<file path="src/hdl/htsa_pkg.sv">
// ----------------------------------------------------------------------------
// htsa_pkg
// types and constants shared by the header table size accounting block
// ----------------------------------------------------------------------------
package htsa_pkg;

    localparam int unsigned LEN_W    = 14;
    localparam int unsigned BYTES_W  = 16;
    localparam int unsigned COUNT_W  = 7;

    // per-entry overhead counted against the byte budget
    localparam logic [BYTES_W-1:0] ENTRY_OVERHEAD = 16'd32;
    localparam logic [BYTES_W-1:0] BUDGET_RESET   = 16'd4096;

    localparam logic FUNC_INSERT = 1'b0;
    localparam logic FUNC_TRIM   = 1'b1;

    typedef struct packed {
        logic             func;
        logic [LEN_W-1:0] name_length;
        logic [LEN_W-1:0] value_length;
    } t_in_req;

    typedef struct packed {
        logic [BYTES_W-1:0] table_bytes;
        logic [COUNT_W-1:0] entry_count;
        logic [COUNT_W-1:0] evicted_count;
        logic               inserted;
        logic               cleared;
    } t_out_req;

    typedef enum logic [1:0] {
        S_IDLE,
        S_EVAL,
        S_SETTLE,
        S_FINISH
    } t_state;

    // controller to datapath
    typedef struct packed {
        logic capture;
        logic clear;
        logic drop;
        logic insert;
        logic load_out;
    } t_cmd;

    // datapath to controller
    typedef struct packed {
        logic is_insert;
        logic oversize;
        logic need_evict;
    } t_status;

endpackage

</file>
<file path="src/hdl/htsa_datapath.sv">
// ----------------------------------------------------------------------------
// htsa_datapath
// ring of entry sizes, occupancy and byte total, budget register, result register
// ----------------------------------------------------------------------------
module htsa_datapath
    import htsa_pkg::*;
#(
    parameter int unsigned MAX_ENTRIES = 64
) (
    input  logic                i_clk,
    input  logic                i_rst_n,
    input  t_cmd                i_cmd,
    output t_status             o_status,
    input  t_in_req             i_in_req,
    input  logic                i_cfg_we,
    input  logic [BYTES_W-1:0]  i_cfg_wdata,
    output t_out_req            o_out_req
);

    localparam int unsigned AW  = (MAX_ENTRIES > 1) ? $clog2(MAX_ENTRIES) : 1;
    localparam int unsigned CW  = $clog2(MAX_ENTRIES + 1);
    localparam int unsigned SW  = AW + 1;
    localparam int unsigned CXW = CW + COUNT_W;

    logic [BYTES_W-1:0] r_mem [MAX_ENTRIES];
    logic [BYTES_W-1:0] r_rd_data;

    logic [AW-1:0]      r_oldest,  n_oldest;
    logic [CW-1:0]      r_held,    n_held;
    logic [BYTES_W-1:0] r_total,   n_total;
    logic [CW-1:0]      r_evicted, n_evicted;
    logic               r_ins,     n_ins;
    logic               r_clr,     n_clr;
    logic [BYTES_W-1:0] r_budget;
    logic [BYTES_W-1:0] r_size;
    logic               r_func;
    t_out_req           r_out;

    logic [SW-1:0]      w_slot_sum;
    logic [AW-1:0]      w_wr_addr;
    logic [BYTES_W:0]   w_fit_sum;
    logic               w_full;
    logic [CXW-1:0]     w_held_ext;
    logic [CXW-1:0]     w_evicted_ext;

    // newest slot follows the held entries, wrapped into the ring
    assign w_slot_sum = SW'(r_oldest) + SW'(r_held);
    assign w_wr_addr  = (w_slot_sum >= SW'(MAX_ENTRIES))
                      ? AW'(w_slot_sum - SW'(MAX_ENTRIES)) : AW'(w_slot_sum);

    assign w_fit_sum = {1'b0, r_total} + {1'b0, r_size};
    assign w_full    = (r_held >= CW'(MAX_ENTRIES));

    always_comb begin
        o_status.is_insert = (r_func == FUNC_INSERT);
        o_status.oversize  = (r_size > r_budget);
        if (r_func == FUNC_TRIM) begin
            o_status.need_evict = (r_held != '0) && (r_total > r_budget);
        end else begin
            o_status.need_evict = (r_held != '0)
                               && ((w_fit_sum > {1'b0, r_budget}) || w_full);
        end
    end

    // entry size store: one write, one registered read at the oldest slot
    always_ff @(posedge i_clk) begin
        if (i_cmd.insert) begin
            r_mem[w_wr_addr] <= r_size;
        end
    end

    always_ff @(posedge i_clk) begin
        r_rd_data <= r_mem[r_oldest];
    end

    always_comb begin
        n_oldest  = r_oldest;
        n_held    = r_held;
        n_total   = r_total;
        n_evicted = r_evicted;
        n_ins     = r_ins;
        n_clr     = r_clr;
        priority if (i_cmd.capture) begin
            n_evicted = '0;
            n_ins     = 1'b0;
            n_clr     = 1'b0;
        end else if (i_cmd.clear) begin
            n_evicted = r_held;
            n_held    = '0;
            n_total   = '0;
            n_oldest  = '0;
            n_clr     = 1'b1;
        end else if (i_cmd.drop) begin
            n_total   = (r_rd_data > r_total) ? '0 : r_total - r_rd_data;
            n_oldest  = (r_oldest == AW'(MAX_ENTRIES - 1)) ? '0 : r_oldest + 1'b1;
            n_held    = r_held - 1'b1;
            n_evicted = r_evicted + 1'b1;
        end else if (i_cmd.insert) begin
            n_held    = r_held + 1'b1;
            n_total   = w_fit_sum[BYTES_W-1:0];
            n_ins     = 1'b1;
        end
    end

    always_ff @(posedge i_clk) begin
        if (!i_rst_n) begin
            r_oldest  <= '0;
            r_held    <= '0;
            r_total   <= '0;
            r_evicted <= '0;
            r_ins     <= 1'b0;
            r_clr     <= 1'b0;
            r_budget  <= BUDGET_RESET;
        end else begin
            r_oldest  <= n_oldest;
            r_held    <= n_held;
            r_total   <= n_total;
            r_evicted <= n_evicted;
            r_ins     <= n_ins;
            r_clr     <= n_clr;
            if (i_cfg_we) begin
                r_budget <= i_cfg_wdata;
            end
        end
    end

    // request operands, held for the whole item
    always_ff @(posedge i_clk) begin
        if (i_cmd.capture) begin
            r_func <= i_in_req.func;
            r_size <= BYTES_W'(i_in_req.name_length) + BYTES_W'(i_in_req.value_length)
                    + ENTRY_OVERHEAD;
        end
    end

    assign w_held_ext    = CXW'(r_held);
    assign w_evicted_ext = CXW'(r_evicted);

    always_ff @(posedge i_clk) begin
        if (i_cmd.load_out) begin
            r_out.table_bytes   <= r_total;
            r_out.entry_count   <= w_held_ext[COUNT_W-1:0];
            r_out.evicted_count <= w_evicted_ext[COUNT_W-1:0];
            r_out.inserted      <= r_ins;
            r_out.cleared       <= r_clr;
        end
    end

    assign o_out_req = r_out;

    a_held_bounded: assert property (@(posedge i_clk) disable iff (!i_rst_n)
        r_held <= CW'(MAX_ENTRIES))
        else $error("occupancy above ring depth");

    a_oldest_in_ring: assert property (@(posedge i_clk) disable iff (!i_rst_n)
        r_oldest <= AW'(MAX_ENTRIES - 1))
        else $error("oldest slot outside ring");

    a_drop_needs_entry: assert property (@(posedge i_clk) disable iff (!i_rst_n)
        i_cmd.drop |-> (r_held != '0))
        else $error("eviction from empty table");

    a_ins_clr_exclusive: assert property (@(posedge i_clk) disable iff (!i_rst_n)
        !(r_ins && r_clr))
        else $error("entry both inserted and cleared");

endmodule

</file>
<file path="src/hdl/htsa_ctrl.sv">
// ----------------------------------------------------------------------------
// htsa_ctrl
// sequencer for insert, evict and trim, plus result handshake
// ----------------------------------------------------------------------------
module htsa_ctrl
    import htsa_pkg::*;
(
    input  logic    i_clk,
    input  logic    i_rst_n,
    input  logic    i_in_valid,
    output logic    o_in_ready,
    output logic    o_out_valid,
    input  logic    i_out_ready,
    input  t_status i_status,
    output t_cmd    o_cmd
);

    t_state r_state, n_state;
    logic   r_out_valid, n_out_valid;
    logic   w_out_free;

    assign w_out_free = !r_out_valid || i_out_ready;

    // next state
    always_comb begin
        n_state = r_state;
        unique case (r_state)
            S_IDLE: begin
                if (i_in_valid) begin
                    n_state = S_EVAL;
                end
            end
            S_EVAL: begin
                priority if (i_status.is_insert && i_status.oversize) begin
                    n_state = S_FINISH;
                end else if (i_status.need_evict) begin
                    n_state = S_SETTLE;
                end else begin
                    n_state = S_FINISH;
                end
            end
            S_SETTLE: begin
                n_state = S_EVAL;
            end
            S_FINISH: begin
                if (w_out_free) begin
                    n_state = S_IDLE;
                end
            end
            default: begin
                n_state = S_IDLE;
            end
        endcase
    end

    // outputs
    always_comb begin
        o_cmd       = '0;
        o_in_ready  = 1'b0;
        n_out_valid = r_out_valid && !i_out_ready;
        unique case (r_state)
            S_IDLE: begin
                o_in_ready    = 1'b1;
                o_cmd.capture = i_in_valid;
            end
            S_EVAL: begin
                priority if (i_status.is_insert && i_status.oversize) begin
                    o_cmd.clear = 1'b1;
                end else if (i_status.need_evict) begin
                    o_cmd.drop = 1'b1;
                end else if (i_status.is_insert) begin
                    o_cmd.insert = 1'b1;
                end
            end
            S_SETTLE: begin
            end
            S_FINISH: begin
                if (w_out_free) begin
                    o_cmd.load_out = 1'b1;
                    n_out_valid    = 1'b1;
                end
            end
            default: begin
            end
        endcase
    end

    always_ff @(posedge i_clk) begin
        if (!i_rst_n) begin
            r_state     <= S_IDLE;
            r_out_valid <= 1'b0;
        end else begin
            r_state     <= n_state;
            r_out_valid <= n_out_valid;
        end
    end

    assign o_out_valid = r_out_valid;

    a_one_update: assert property (@(posedge i_clk) disable iff (!i_rst_n)
        $onehot0({o_cmd.capture, o_cmd.clear, o_cmd.drop, o_cmd.insert, o_cmd.load_out}))
        else $error("more than one datapath command");

    a_drop_settles: assert property (@(posedge i_clk) disable iff (!i_rst_n)
        o_cmd.drop |=> (r_state == S_SETTLE))
        else $error("eviction not followed by read settle");

    a_load_not_lost: assert property (@(posedge i_clk) disable iff (!i_rst_n)
        o_cmd.load_out |-> (!r_out_valid || i_out_ready))
        else $error("result register overwritten while waiting");

endmodule

</file>
<file path="src/hdl/header_table_size_accounting_top.sv">
// ----------------------------------------------------------------------------
// header_table_size_accounting_top
// size bookkeeping of a header compression dynamic table with oldest-first eviction
// ----------------------------------------------------------------------------
// Each request either inserts an entry (func 0, size = name + value + 32 bytes)
// or trims the table to the byte budget (func 1); exactly one result request
// follows each input request. Entry sizes live in a ring memory of MAX_ENTRIES
// words with one write port and one registered read port fixed on the oldest
// slot. A request passes through accept, evaluate and result load, and each
// evicted entry adds a pop of the oldest size and a wait for the registered
// read of the next oldest slot to come through; an oversized insert empties
// the table with a single clear command from evaluate. Input and output are
// decoupled by the result register, so a new request is accepted while the
// previous result still waits. The budget register resets to 4096 and must
// only be written while the block is idle; no clearing pass is needed after
// reset since only entries that were written are ever read.
// ----------------------------------------------------------------------------
module header_table_size_accounting_top
    import htsa_pkg::*;
#(
    parameter int unsigned MAX_ENTRIES = 64
) (
    input  logic                i_clk,
    input  logic                i_rst_n,
    // input request channel
    input  logic                i_in_valid,
    output logic                o_in_ready,
    input  t_in_req             i_in_req,
    // result request channel
    output logic                o_out_valid,
    input  logic                i_out_ready,
    output t_out_req            o_out_req,
    // budget register write
    input  logic                i_cfg_we,
    input  logic [BYTES_W-1:0]  i_cfg_wdata
);

    t_cmd    w_cmd;
    t_status w_status;

    // sequencer: decides clear, evict or insert from datapath status
    htsa_ctrl u_ctrl (
        .i_clk       (i_clk),
        .i_rst_n     (i_rst_n),
        .i_in_valid  (i_in_valid),
        .o_in_ready  (o_in_ready),
        .o_out_valid (o_out_valid),
        .i_out_ready (i_out_ready),
        .i_status    (w_status),
        .o_cmd       (w_cmd)
    );

    // ring memory, counters, byte total and result register
    htsa_datapath #(
        .MAX_ENTRIES (MAX_ENTRIES)
    ) u_datapath (
        .i_clk       (i_clk),
        .i_rst_n     (i_rst_n),
        .i_cmd       (w_cmd),
        .o_status    (w_status),
        .i_in_req    (i_in_req),
        .i_cfg_we    (i_cfg_we),
        .i_cfg_wdata (i_cfg_wdata),
        .o_out_req   (o_out_req)
    );

endmodule

</file>
<file path="config.mk">
export PLATFORM = sky130hd
export DESIGN_NAME = header_table_size_accounting_top
export DESIGN_NICKNAME = d
export VERILOG_FILES = /design/src/hdl/htsa_pkg.sv /design/src/hdl/htsa_datapath.sv /design/src/hdl/htsa_ctrl.sv /design/src/hdl/header_table_size_accounting_top.sv
export SDC_FILE = /design/constraint.sdc
export NUM_CORES = 2
export LEC_CHECK = 0
export BUFFER_PORTS_ARGS = -buffer_cell sky130_fd_sc_hd__clkbuf_2
export CORE_MARGIN = 1.5
export CORE_UTILIZATION = 45
export CTS_CLUSTER_DIAMETER = 60
export CTS_CLUSTER_SIZE = 14
export DETAILED_ROUTE_END_ITERATION = 16
export GPL_TIMING_DRIVEN = 0
export SETUP_SLACK_MARGIN = 0.1
export SLEW_MARGIN = 10
export SYNTH_ARGS = -nofsm -noshare
export SYNTH_HDL_FRONTEND = slang
export SYNTH_HIERARCHICAL = 1
export SYNTH_SLANG_ARGS = --single-unit
</file>
<file path="constraint.sdc">
create_clock -name i_clk -period 8.35 [get_ports i_clk]
set_input_delay 1.67 -clock i_clk [delete_from_list [all_inputs] [get_ports i_clk]]
set_output_delay 1.67 -clock i_clk [all_outputs]
set_load 0.005 [all_outputs]
</file>
After elaboration in Yosys (flattened, before gate mapping)
Memory sizes are Yosys's and may differ from the RTL's. A register that Yosys moved wholly into a read port is not among the register bits.
Cells that the tools add are included.
Widths: inputs -> output; s select.
{ "word_totals": {"n_memories": 1, "output_inout_bits": 34, "latch_bits": 0, "mem_bits_ro": 0, "in_bits": 50, "wordCells": 94, "mem_bits_rw": 1024, "reg_bits": 106} }
{ "mem_list": {"columns": ["memory", "words", "width", "read_ports", "rd_ports_with_merged_regs", "wr", "line", "rtl"], "rows": [
  ["u_datapath.r_mem", 64, 16, 1, 1, 1, "htsa_datapath.sv:25", "logic [BYTES_W-1:0] r_mem [MAX_ENTRIES];"]
]} }
{ "op_classes": {"div_mod_pow": 0, "eq_ne": 6, "reduce_logical": 17, "shift": 0, "n_mux": 33, "magnitude_cmp": 6, "n_addsub": 10, "multipliers": 0, "n_bitwise": 5} }
{ "ops": {"columns": ["op", "count"], "rows": [
  ["$mux 16", 4],
  ["$gt 16x16->1", 3],
  ["$mux 7", 5],
  ["$mux 6", 4],
  ["$add 16x16->17", 1],
  ["$gt 17x16->1", 1],
  ["$add 16x6->16 const B", 1],
  ["$sub 16x16->16", 1],
  ["$add 14x14->15", 1],
  ["$add 7x1->7 const B", 2],
  ["$ge 7x7->1 const B", 2],
  ["$mux 1", 14],
  ["$mux 2", 4],
  ["$pmux 2 s4", 1],
  ["$add 6x7->7", 1],
  ["$reduce_bool 7->1", 1],
  ["$sub 7x1->7 const B", 1],
  ["$add 6x1->6 const B", 1],
  ["$eq 6x6->1 const B", 1],
  ["$reduce_and 2->1", 3],
  ["$sub 6x1->6 const B", 1],
  ["$not 1->1", 5],
  ["$eq 2x2->1 const B", 2],
  ["$logic_and 1x1->1", 4],
  ["other kinds (11)", 13]
]} }

Logic depth before layout (Yosys ltp)
{ "logic_depth": {"word_depth": 11, "mapped_depth": 26} }

Hierarchy
The synthesis kept the hierarchy.
{ "by_module_without_submodules": {"columns": ["module", "cells_each", "area_each_um2", "seq_area_each_um2", "instances"], "rows": [
  ["htsa_datapath", 2393, 46950.0, 33622.2, 1],
  ["htsa_ctrl", 19, 160.2, 60.1, 1]
]} }

Least setup slack after synthesis
Ideal clock, no wire load.
{ "synth_timing": {"kind": "register to register", "startpoint": "reg u_datapath.r_size[0]", "endpoint": "mem u_datapath.r_mem[17][0] (enable)", "path_buffers": 0, "path_stages_with_launch": 19, "arrival_ps": 5871, "period_less_slack_ps": 6259, "path_slack_ps": 2091, "path_cell_list": "edfxtp_1 ha_1 inv_1 fa_1 nor2b_1 o31a_1 o21ai_0 a211o_1 a31oi_1 xnor2_1 ha_1 a211o_1 or4_1 o22ai_1 a2111oi_0 nor3_1 nor2b_1 nand3_1 nor2_1"} }
{ "synth_rtl": {"columns": ["item", "line", "rtl"], "rows": [
  ["start, declared", "htsa_datapath.sv:35", "logic [BYTES_W-1:0] r_size;"],
  ["start signal, assigned", "htsa_datapath.sv:131", "r_size <= BYTES_W'(i_in_req.name_length) + BYTES_W'(i_in_req.value_length)"],
  ["end, declared", "htsa_datapath.sv:25", null]
]} }

==> results.toml <==
[drt]
drc = 0
routedWlPerCell_um = 27.9
first_iter_violations = 2360
route.vias.total = 24400
first_pass_iters = 7
drt-vias-per-instance = 5.89
antenna_left = 0
wirelength_mm = 116

[synth]
synth_top_area_share_pct = 68.4
synthTopCellsByArea = "edfxtp_1 68%, mux4_2 15%, ha_1 3.2%"
postSynthAreaPerCell_um2 = 19.5
synth-seq-cells = 1146
syn_area_um2 = 47100
yosysSeqAreaShare_pct = 71.5
synth_cells = 2412
yosys.area.top_type = "edfxtp_1"
synth_warnings = 6
synth_ff_type = "edfxtp_1"
synth_edf_count = 1073
synth_cell_types = 69
ys_async_sr_fraction_pct = 0
syn-num-nets = 2586

[sta]
final.min_clock_period_ns = 8.00
finalCritPeriodShare_pct = 95.8
hold_viol_final = 0
drv_slew = 0
rsz0062_at_grt = "no"
setup_viol = 0
fin_skew_ns = 0.0273
fmax_mhz = 125
slew_headroom_pct = 20.8
setup_ws_ns = 0.347
worst_pin_slew_ns = 1.18
finalSetupTns_ns = 0

[global_route]
grt_overflow_total = 0
track_usage_pct = 21.8
grt_max_degree = 29
antenna_found_initial = 2
grt_pass1_vias = 24800
grt_pass1_wl_mm = 168

[final_layout]
final_cell_area_um2 = 54600
syn2layout_area_growth_pct = 15.9
num-nets-final = 2885
drive_above_1_share_pct = 28.2
diodes = 0
final_cells = 4146

[worst_setup_path]
crit_path_start_kind = "flip-flop"
critPathRequiredTime_ns = 8.72
path_class = "flip-flop to flip-flop"
path_max_fanout = 19
critPathArrivalTime_ns = 8.38
critPathCaptureType = "flip-flop"

[die]
start_util_pct = 45.5
fp.dieArea_um2 = 107000
dieWidth_um = 327
die_h_um = 327
core_region_area_um2 = 104000
rows = 118
io_pins = 84

[clock_network]
cts-root-buf = "clkbuf_16"
cts_buffers = 103
clkTransAtPathRegs_ns = 0.06
cts_sinks = 1146
insertion_delay_ns = 0.68
cts.path.max_buffers = 3
htreeDepth = 3
cts_tree = "built"

[place]
globalplace.congestion = 0.888
port_buffers = 82
place_area_um2 = 51400
place_ws_ns = -0.0746
hpwl_mm = 83.0
dpl.cell_count = 3985

[flow_run]
maxCapViolCount = 0

[pwr]
total_leakage_power_nw = 17.6
peakVddDrop_uv = 152
powerDensity_nw_per_um2 = 230

[min_path]
min_path_type = "flip-flop to flip-flop"

[outcome]
status = "finished, final reports clean"
-- registers in the layout, indices dropped and copies added (netlist names) --
register	count
u_datapath/r_clr	1
u_datapath/r_held	7
u_datapath/r_mem	1024
u_datapath/r_budget	16
u_datapath/r_total	16
u_datapath/r_ins	1
u_datapath/r_func	1
u_ctrl/r_state	2
u_ctrl/o_out_valid	1
u_datapath/r_rd_data	16
u_datapath/r_oldest	6
u_datapath/r_evicted	7
u_datapath/r_size	16
u_datapath/o_out_req	32
-- worst paths after layout --
path                            depth (start not counted)  slack [ns]                      end                  from
worst max-delay path                                   19        0.35  u_datapath/r_mem[33][5]  u_datapath/r_size[1]
worst min-delay path                                    0        0.45  u_datapath/o_out_req[0]      u_datapath/r_clr
worst max register to register                         19        0.35  u_datapath/r_mem[33][5]  u_datapath/r_size[1]
worst min register to register                          0        0.45  u_datapath/o_out_req[0]      u_datapath/r_clr
-- cells in the mapped netlist (5+ instances only) --
master	instances
nand3_1	13
a31oi_1	5
mux2_2	17
nand2_1	67
mux2i_1	34
buf_2	26
nor2b_1	10
nand4_1	18
a22oi_1	6
ha_1	119
xor2_1	26
fa_1	5
a211oi_1	5
o21ai_1	16
clkbuf_1	50
a21boi_0	6
a21oi_1	74
edfxtp_1	1073
o22ai_1	5
nor2_1	154
nor3_1	12
xnor2_1	29
and3_1	10
or3_1	5
dfxtp_1	73
nand2b_1	14
buf_4	9
a21o_1	15
mux4_2	320
o211ai_1	8
inv_1	58
buf_1	12
o21ai_0	37
o21a_1	11
-- cell usage in the layout (no fill, tap or decap), types with 6 or more instances in the layout --
master	n
inv_1	58
ha_1	119
mux4_2	320
buf_1	12
o21ai_0	37
buf_2	26
buf_16	26
buf_4	10
nor3_1	12
bufinv_16	9
o21a_1	11
nand2b_1	14
edfxtp_1	1073
buf_6	6
xnor2_1	29
a21oi_1	74
clkbuf_16	105
nand2_1	67
mux2i_1	34
nor2_2	62
nand4_1	18
a21boi_0	6
clkbuf_1	68
inv_6	8
dfxtp_1	73
a21o_1	15
buf_8	80
clkinv_2	6
clkbuf_2	82
nor2_1	90
xor2_1	26
and3_1	10
o211ai_1	8
nand3_1	13
nor2b_1	9
o21ai_1	16
mux2_2	17
a22oi_1	6
-- final cells by class --
class | instances | area (µm²)
multi-input cells | 1109 | 13000
clock buffers | 124 | 2710
flip-flops and latches | 1146 | 33700
fillers | 8100 | 49000
repair buffers | 194 | 2390
plain buffers | 98 | 442
inverters | 59 | 221
clock inverters | 36 | 474
well taps | 1380 | 1730
-- kinds of logic after synthesis --
group | Yosys count | synth area share [%]
flip-flops | 1146 | 71.5
multiplexers | 371 | 16.4
AND/OR/NAND/NOR | 331 | 3.23
AO/OA/AOI/OAI | 228 | 3.04
buffers and inverters | 157 | 1.41
adder cells (fa/ha/maj) | 124 | 3.37
XOR/XNOR | 55 | 1.02
-- power by group --
part           internal [mW]  switching, mW
Combinational          0.589          0.808
Sequential              6.45         0.0876
Clock                   2.58           2.03
Total                   9.62           2.93
-- metal layers --
metal	vias to the layer above	global-route usage [%]	share of wire (%)
li1	10500	-	-
met1	12900	30.3	42
met2	902	35.8	49
met3	152	3.73	6.8
met4	2	6.03	2.4
met5	-	0	0.015
-- through the flow --
| step | util [%] | hold slack [ns] | power (mW) |
|---|---|---|---|
| global route | 52.7 | 0.471 | 13.0 |
| global placement | 47.5 | 0.419 | 7.91 |
| CTS | 52.7 | 0.449 | 12.6 |
| detailed placement | 49.6 | 0.432 | 8.06 |
| finish | 52.7 | 0.452 | 12.5 |
| floorplan | - | 0.409 | 7.45 |
-- worst max-delay path, cell delays in order, from the launching register on --
cell and delay, ns:
edfxtp_1 0.82, buf_8 0.27, inv_1 0.08, fa_1 0.44, nor2b_1 0.16, o31a_1 0.22
o21ai_0 0.19, a211o_1 0.37, o311ai_0 0.79, ha_1 0.39, nand4_1 0.13, o21ai_0 0.09
or4_1 0.39, o22ai_1 0.13, a2111oi_1 0.16, nor3_1 0.91, nor2b_1 0.34, nand3_1 0.77
nor2_2 0.76, buf_8 0.22
-- what timing repair did --
action | CTS | global route
setup endpoints to repair | 30 | 321
hold buffers | 0 | 0
gates resized for setup | 2 | 1
pin swaps | 0 | 0
setup buffers | 0 | 1
Power figures use the tool's default switching activity.
